$ cat src/rtl/core/tlnef_pkg.sv
package tlnef_pkg;

	// line number width in decimal digits
	localparam int NumDigits = 6;
	localparam int BcdW      = 4 * NumDigits;

	// sequence positions: digits, tab, prefix, final byte
	localparam int SeqLen = NumDigits + 3;
	localparam int PosW   = $clog2(SeqLen);

	localparam logic [PosW-1:0] POS_FIRST = PosW'(0);
	localparam logic [PosW-1:0] POS_TAB   = PosW'(NumDigits);
	localparam logic [PosW-1:0] POS_PRE   = PosW'(NumDigits + 1);
	localparam logic [PosW-1:0] POS_FIN   = PosW'(NumDigits + 2);

	// configuration register indexes
	localparam int CfgIdxW = 3;
	typedef enum logic [CfgIdxW-1:0] {
		CFG_NUMBER_ALL       = 3'd0,
		CFG_NUMBER_NONBLANK  = 3'd1,
		CFG_SQUEEZE_BLANK    = 3'd2,
		CFG_SHOW_ENDS        = 3'd3,
		CFG_SHOW_TABS        = 3'd4,
		CFG_SHOW_NONPRINTING = 3'd5
	} cfg_idx_t;

	// character codes
	localparam logic [7:0] CHR_TAB    = 8'h09;
	localparam logic [7:0] CHR_NL     = 8'h0a;
	localparam logic [7:0] CHR_SPACE  = 8'h20;
	localparam logic [7:0] CHR_DOLLAR = 8'h24;
	localparam logic [7:0] CHR_ZERO   = 8'h30;
	localparam logic [7:0] CHR_QUEST  = 8'h3f;
	localparam logic [7:0] CHR_I      = 8'h49;
	localparam logic [7:0] CHR_CARET  = 8'h5e;
	localparam logic [7:0] CHR_DEL    = 8'h7f;
	localparam logic [7:0] CTRL_SHIFT = 8'h40;

	localparam logic [1:0] BLANK_MAX = 2'd2;
	localparam logic [3:0] BCD_NINE  = 4'd9;

	// one count up in bcd, holding at all nines
	function automatic logic [BcdW-1:0] bcd_inc(input logic [BcdW-1:0] v);
		logic [BcdW-1:0] r;
		logic            carry;
		r     = v;
		carry = 1'b1;
		for (int d = 0; d < NumDigits; d++) begin
			if (carry) begin
				if (v[4*d +: 4] < BCD_NINE) begin
					r[4*d +: 4] = v[4*d +: 4] + 4'd1;
					carry       = 1'b0;
				end else begin
					r[4*d +: 4] = 4'd0;
				end
			end
		end
		if (carry) begin
			r = v;
		end
		return r;
	endfunction

	// every digit in 0..9
	function automatic logic bcd_valid(input logic [BcdW-1:0] v);
		logic ok;
		ok = 1'b1;
		for (int d = 0; d < NumDigits; d++) begin
			if (v[4*d +: 4] > BCD_NINE) begin
				ok = 1'b0;
			end
		end
		return ok;
	endfunction

endpackage

$ cat src/rtl/core/text_line_number_escape_filter_core.sv
// channel | direction | transaction                | payload
// s_      | in        | one raw text byte          | s_tdata[7:0] in_byte
// m_      | out       | one rendered byte          | m_tdata[7:0] out_byte, m_tlast last_of_run
// cfg_    | in        | one register write         | cfg_index register, cfg_data bit 0 value
//
// each input byte is decoded combinationally into a byte sequence held in the s1 register;
// the sequence drains one byte a cycle into the m_ output register unless m_ stalls;
// 1 to 9 bytes per input byte (line number: 7, caret or dollar prefix: 1, final: 1).
// a dropped blank line never loads s1; plain bytes sustain one per cycle if m_ is ready.
// reset clears the control registers and loads line number one; no clearing pass.
// m_tready low holds the output register and, once s1 is full, holds s_tready low.
module text_line_number_escape_filter_core
	import tlnef_pkg::*;
(
	input  logic               clk,
	input  logic               arst_n,
	input  logic               s_tvalid,
	output logic               s_tready,
	input  logic [7:0]         s_tdata,   // [7:0] in_byte
	output logic               m_tvalid,
	input  logic               m_tready,
	output logic [7:0]         m_tdata,   // [7:0] out_byte
	output logic               m_tlast,
	input  logic               cfg_valid,
	output logic               cfg_ready,
	input  logic [CfgIdxW-1:0] cfg_index,
	input  logic               cfg_data
);

	// configuration registers
	logic number_all_q, number_nonblank_q, squeeze_q;
	logic show_ends_q, show_tabs_q, show_np_q;

	// stream state
	logic            after_nl_q;
	logic [1:0]      blank_run_q;
	logic [BcdW-1:0] count_q;

	// sequence register and output register
	logic            valid_s1;
	logic [PosW-1:0] pos_q;
	logic            pre_en_s1;
	logic [7:0]      seq_s1 [SeqLen];
	logic            out_valid_s2;
	logic [7:0]      out_byte_s2;
	logic            out_last_s2;

	// decode signals
	logic            acc, load_s1, out_load, s1_step, s1_done;
	logic            is_nl, sq_hit, drop, num_en, pre_en, lead;
	logic [1:0]      blank_inc, blank_nxt;
	logic [7:0]      pre_chr, fin_chr;
	logic [3:0]      dig;
	logic [7:0]      num_chr [NumDigits];
	logic [PosW-1:0] pos_start, pos_next;

	assign cfg_ready = 1'b1;
	assign m_tvalid  = out_valid_s2;
	assign m_tdata   = out_byte_s2;
	assign m_tlast   = out_last_s2;

	// handshake
	assign acc      = s_tvalid && s_tready;
	assign load_s1  = acc && !drop;
	assign out_load = !out_valid_s2 || m_tready;
	assign s1_step  = valid_s1 && out_load;
	assign s1_done  = s1_step && (pos_q == POS_FIN);
	assign s_tready = !valid_s1 || s1_done;

	// decode the input byte
	always_comb begin
		is_nl     = (s_tdata == CHR_NL);
		sq_hit    = squeeze_q && is_nl && after_nl_q;
		blank_inc = (blank_run_q < BLANK_MAX) ? blank_run_q + 2'd1 : blank_run_q;
		blank_nxt = sq_hit ? blank_inc : 2'd0;
		drop      = sq_hit && (blank_inc > 2'd1);
		num_en    = after_nl_q &&
			((number_all_q && !number_nonblank_q) || (number_nonblank_q && !is_nl));
		pre_en  = 1'b0;
		pre_chr = CHR_CARET;
		fin_chr = s_tdata;
		if (show_tabs_q && s_tdata == CHR_TAB) begin
			pre_en  = 1'b1;
			fin_chr = CHR_I;
		end else if (show_ends_q && is_nl) begin
			pre_en  = 1'b1;
			pre_chr = CHR_DOLLAR;
		end
		if (show_np_q) begin
			fin_chr = {1'b0, fin_chr[6:0]};
			if (fin_chr < CHR_TAB || (fin_chr > CHR_NL && fin_chr < CHR_SPACE)) begin
				pre_en  = 1'b1;
				pre_chr = CHR_CARET;
				fin_chr = fin_chr + CTRL_SHIFT;
			end else if (fin_chr == CHR_DEL) begin
				pre_en  = 1'b1;
				pre_chr = CHR_CARET;
				fin_chr = CHR_QUEST;
			end
		end
		// digits with leading spaces, units digit always shown
		lead = 1'b1;
		dig  = 4'd0;
		for (int d = NumDigits - 1; d >= 0; d--) begin
			dig = count_q[4*d +: 4];
			if (lead && dig == 4'd0 && d > 0) begin
				num_chr[d] = CHR_SPACE;
			end else begin
				lead       = 1'b0;
				num_chr[d] = CHR_ZERO + {4'd0, dig};
			end
		end
		pos_start = num_en ? POS_FIRST : (pre_en ? POS_PRE : POS_FIN);
	end

	// next position in the sequence
	always_comb begin
		if (pos_q < POS_TAB) begin
			pos_next = pos_q + PosW'(1);
		end else if (pos_q == POS_TAB) begin
			pos_next = pre_en_s1 ? POS_PRE : POS_FIN;
		end else begin
			pos_next = POS_FIN;
		end
	end

	// configuration writes
	always_ff @(posedge clk or negedge arst_n) begin
		if (!arst_n) begin
			number_all_q      <= 1'b0;
			number_nonblank_q <= 1'b0;
			squeeze_q         <= 1'b0;
			show_ends_q       <= 1'b0;
			show_tabs_q       <= 1'b0;
			show_np_q         <= 1'b0;
		end else if (cfg_valid && cfg_ready) begin
			unique case (cfg_index)
				CFG_NUMBER_ALL:       number_all_q      <= cfg_data;
				CFG_NUMBER_NONBLANK:  number_nonblank_q <= cfg_data;
				CFG_SQUEEZE_BLANK:    squeeze_q         <= cfg_data;
				CFG_SHOW_ENDS:        show_ends_q       <= cfg_data;
				CFG_SHOW_TABS:        show_tabs_q       <= cfg_data;
				CFG_SHOW_NONPRINTING: show_np_q         <= cfg_data;
				default: ;
			endcase
		end
	end

	// stream state update on each input transaction
	always_ff @(posedge clk or negedge arst_n) begin
		if (!arst_n) begin
			after_nl_q  <= 1'b1;
			blank_run_q <= 2'd0;
			count_q     <= BcdW'(1);
		end else if (acc) begin
			blank_run_q <= blank_nxt;
			if (!drop) begin
				after_nl_q <= (fin_chr == CHR_NL);
				if (num_en) begin
					count_q <= bcd_inc(count_q);
				end
			end
		end
	end

	// sequence register control
	always_ff @(posedge clk or negedge arst_n) begin
		if (!arst_n) begin
			valid_s1 <= 1'b0;
			pos_q    <= POS_FIN;
		end else if (load_s1) begin
			valid_s1 <= 1'b1;
			pos_q    <= pos_start;
		end else if (s1_done) begin
			valid_s1 <= 1'b0;
		end else if (s1_step) begin
			pos_q <= pos_next;
		end
	end

	// sequence register payload
	always_ff @(posedge clk) begin
		if (load_s1) begin
			pre_en_s1 <= pre_en;
			for (int p = 0; p < NumDigits; p++) begin
				seq_s1[p] <= num_chr[NumDigits - 1 - p];
			end
			seq_s1[NumDigits]     <= CHR_TAB;
			seq_s1[NumDigits + 1] <= pre_chr;
			seq_s1[NumDigits + 2] <= fin_chr;
		end
	end

	// output register
	always_ff @(posedge clk or negedge arst_n) begin
		if (!arst_n) begin
			out_valid_s2 <= 1'b0;
		end else if (out_load) begin
			out_valid_s2 <= valid_s1;
		end
	end

	always_ff @(posedge clk) begin
		if (s1_step) begin
			out_byte_s2 <= seq_s1[pos_q];
			out_last_s2 <= (pos_q == POS_FIN);
		end
	end

	// checks
	a_pos_range: assert property (@(posedge clk) disable iff (!arst_n)
		valid_s1 |-> (pos_q <= POS_FIN))
		else $error("sequence position out of range");

	a_count_bcd: assert property (@(posedge clk) disable iff (!arst_n)
		bcd_valid(count_q))
		else $error("line counter holds a non-decimal digit");

	a_mid_not_last: assert property (@(posedge clk) disable iff (!arst_n)
		(s1_step && pos_q != POS_FIN) |=> (m_tvalid && !m_tlast))
		else $error("tlast raised before the final byte");

	a_drop_no_load: assert property (@(posedge clk) disable iff (!arst_n)
		(acc && drop && !valid_s1) |=> !valid_s1)
		else $error("dropped blank line produced output");

	a_load_fills: assert property (@(posedge clk) disable iff (!arst_n)
		load_s1 |=> valid_s1)
		else $error("accepted byte lost");

endmodule

$ cat config.mk
export PLATFORM = sky130hd
export DESIGN_NAME = text_line_number_escape_filter_core
export DESIGN_NICKNAME = d
export VERILOG_FILES = /design/src/rtl/core/tlnef_pkg.sv /design/src/rtl/core/text_line_number_escape_filter_core.sv
export SDC_FILE = /design/constraint.sdc
export NUM_CORES = 1
export LEC_CHECK = 0
export ABC_CLOCK_PERIOD_IN_PS = 9600
export BUFFER_PORTS_ARGS = -buffer_cell sky130_fd_sc_hd__buf_4
export CORE_MARGIN = 2
export CORE_UTILIZATION = 45
export DETAILED_ROUTE_END_ITERATION = 8
export SLEW_MARGIN = 20
export SYNTH_ARGS = -nofsm -noshare
export SYNTH_HDL_FRONTEND = slang
export SYNTH_SLANG_ARGS = --single-unit
$ cat constraint.sdc
create_clock -name clk -period 9.6 [get_ports clk]
set_clock_uncertainty 0.2 [all_clocks]
set_input_delay 0.96 -clock clk [delete_from_list [all_inputs] [get_ports clk]]
set_output_delay 0.96 -clock clk [all_outputs]
set_load 0.01 [all_outputs]
==> impl_metrics.env <==
export IMPL_status="finished, final reports clean"
export IMPL_wire_per_inst_um=15.4
export IMPL_rsz0062_at_grt="no"
export IMPL_post_dp_hpwl_um=6080
export IMPL_numCtsBuffers=9
export IMPL_finalHoldViolCount=0
export IMPL_drt_iter0_markers=122
export IMPL_tns_ns=0
export IMPL_power_density_mw_per_mm2=213
export IMPL_dieArea_mm2=0.0108
export IMPL_fin_util=0.509
export IMPL_synth_top_cell_by_area="edfxtp_1"
export IMPL_pre_cts_slack_ns=6.28
export IMPL_crit_path_max_fanout=19
export IMPL_num_rows=36
export IMPL_drc=0
export IMPL_first_pass_iters=4
export IMPL_area_growth_synth_to_final_pct=9.77
export IMPL_slew_headroom=0.499
export IMPL_syn_inst=391
export IMPL_seq_area_frac_synth=0.544
export IMPL_reg2regPathDepth=8
export IMPL_worstPathRequired_ns=8.44
export IMPL_fin_ws_ns=6.28
export IMPL_r2r_end="pos_q[1]$_DFFE_PN0P_"
export IMPL_gp_congestion=0.808
export IMPL_core_area_mm2=0.00973
export IMPL_cts_root_buf="clkbuf_8"
export IMPL_timing_final_crit_period_ns=3.32
export IMPL_slew_viol_final=0
export IMPL_clkTransAtPathRegs_ns=0.09
export IMPL_drtAntennaViolNets=0
export IMPL_cp_start_kind="register"
export IMPL_peakVddDrop_mv=0.0822
export IMPL_rr_startpoint="pos_q[0]$_DFFE_PN0P_"
export IMPL_ios=29
export IMPL_rrSetupSlack_ns=6.39
export IMPL_total_power_mw=1.05
export IMPL_die_w_um=104
export IMPL_grt_pass1_vias=2758
export IMPL_seqPwrFrac=0.534
export IMPL_cap_violations=0
export IMPL_max_freq_mhz=301
export IMPL_num_vias=2877
export IMPL_grt_max_degree=40
export IMPL_hold_path_endpoint="blank_run_q[0]$_DFFE_PN0P_"
export IMPL_combPwrFrac=0.242
export IMPL_portBuffers=27
export IMPL_cts_resized=0
export IMPL_initial_core_util=0.463
export IMPL_switchingPower_mw=0.340
export IMPL_yosysTopAreaCellShare=0.326
export IMPL_avgSynthCellArea_um2=11.5
export IMPL_grt_use_total=0.166
export IMPL_yosysMostFrequentCell="edfxtp_1"
export IMPL_syn_area_mm2=0.00451
export IMPL_worst_slew_pin_slew_ns=0.742
export IMPL_hp_start="blank_run_q[0]$_DFFE_PN0P_"
export IMPL_synthTopCellsByArea="edfxtp_1 33%, dfrtp_1 20%, ha_1 5.8%"
export IMPL_via_per_inst=5.33
export IMPL_nets=440
export IMPL_hold_class="reg2reg"
export IMPL_arrival_ns=2.16
export IMPL_clock_power_share=0.225
export IMPL_ctsHoldBuffers=0
export IMPL_p_int_mw=0.714
export IMPL_synth_edf_count=49
export IMPL_hold_path_depth=2
export IMPL_holdWs_ns=0.306
export IMPL_grt_pass1_wl_um=14100
export IMPL_critPathKind="reg2out"
export IMPL_post_cts_buffers=0
export IMPL_ys_warn_count=0
export IMPL_synth_common_cells="49 x edfxtp_1, 36 x dfrtp_1, 31 x inv_1"
export IMPL_grt_overflow_total=0
export IMPL_antennaDiodeCount=0
export IMPL_period_share=0.346
export IMPL_fp_dieH_um=104
export IMPL_htreeDepth=3
export IMPL_ys_types=62
export IMPL_cts_tree="done"
export IMPL_routed_wl_um=8340
export IMPL_drive_gt1_frac=0.189
export IMPL_synthArstFlopShare=0.443
export IMPL_insertion_delay_ns=0.37
export IMPL_swShare=0.323
export IMPL_antenna_found_initial=0
export IMPL_n_fill_cell=904
export IMPL_cts_buffer_depth=2
export IMPL_ys_seq_elements=88
export IMPL_cp_end_kind="output pin"
export IMPL_synth_flop_cell="edfxtp_1"
export IMPL_synth_nets=429
export IMPL_leakage_nw=1.93
export IMPL_cts_sinks=88
export IMPL_setup_viol=0
-- cells in the final DEF, fill, tap and decap left out, drive strengths merged, types with 4 or more instances in the layout --
cell type and n:
inv 34, clkbuf 10, mux2i 10, o21ai 22, nand4 4, nand2 28, edfxtp 49, and2 10
mux4 4, a21oi 14, nor2 16, ha 21, dfrtp 36, mux2 10, a211oi 8, nand4b 4
nor4 4, nor4b 4, nand2b 11, nor3 8, nor2b 5, nand3 9, buf 29, a31oi 7
-- kinds of logic after synthesis --
group                      Yosys count  synth area share
and+or+nand+nor                    120             0.162
DFF                                 88             0.544
AOI/OAI and AO/OA                   74             0.107
buffers and inverters               60            0.0552
muxes                               24            0.0680
adders and majority gates           21            0.0583
xor gates and xnor gates             3           0.00583
other                                1          0.000832
-- area by class of cell --
type	instances	area, um2	share of cell area
Clock inverter	6	40.0	0.00809
Tap cell	133	166	0.0336
Multi-Input combinational cell	243	1820	0.368
Timing Repair Buffer	29	218	0.0440
Inverter	31	116	0.0235
Clock buffer	10	138	0.0278
Sequential cell	88	2450	0.495
-- metrics by stage --
step	area [um2]	std cells
after global placement	4770	524
after global routing	4950	540
after detailed placement	4770	524
final	4950	540
after CTS	4950	540
after floorplan	4510	391
-- registers in the layout (all words and copies together), names as in the netlist, 2 cells and up --
name	cells
seq_s1	39
count_q	24
m_tdata	8
pos_q	4
blank_run_q	2
-- power groups by stage --
stage,Sequential (mW),Combinational [mW],Clock (mW)
final,0.563,0.255,0.237
after global routing,0.576,0.286,0.263
after CTS,0.564,0.259,0.242
after detailed placement,0.572,0.258,0
after global placement,0.570,0.255,0
after floorplan,0.539,0.196,0
-- critical path, cell delays in order, from the launching register on --
cell and delay [ns]:
dfrtp_1 0.80, inv_1 0.19, ha_1 0.23, and3b_1 0.24, nand2_1 0.09, nand2_1 0.08, buf_4 0.15
-- routing by layer --
layer | vias up | part of all wire | GRT usage
met2 | 43 | 0.43 | 0.234
met3 | 12 | 0.032 | 0.0395
li1 | 1427 | - | -
met4 | 0 | 0.019 | 0.0550
met1 | 1395 | 0.52 | 0.250
met5 | - | 0 | 0
-- worst max path at each step --
stage	startpoint	cells past startpoint	endpoint	slack, ns
2_1_floorplan	pos_q[1]$_DFFE_PN0P_	10	pos_q[0]$_DFFE_PN0P_	6.06
3_3_place_gp	s_tdata[2]	7	pos_q[2]$_DFFE_PN0P_	6.30
3_5_place_dp	s_tdata[2]	7	pos_q[1]$_DFFE_PN0P_	6.28
4_1_cts	pos_q[0]$_DFFE_PN0P_	6	s_tready	6.27
5_1_grt	pos_q[0]$_DFFE_PN0P_	6	s_tready	6.12
6_report	pos_q[0]$_DFFE_PN0P_	6	s_tready	6.28
Power figures use the tool's default switching activity.
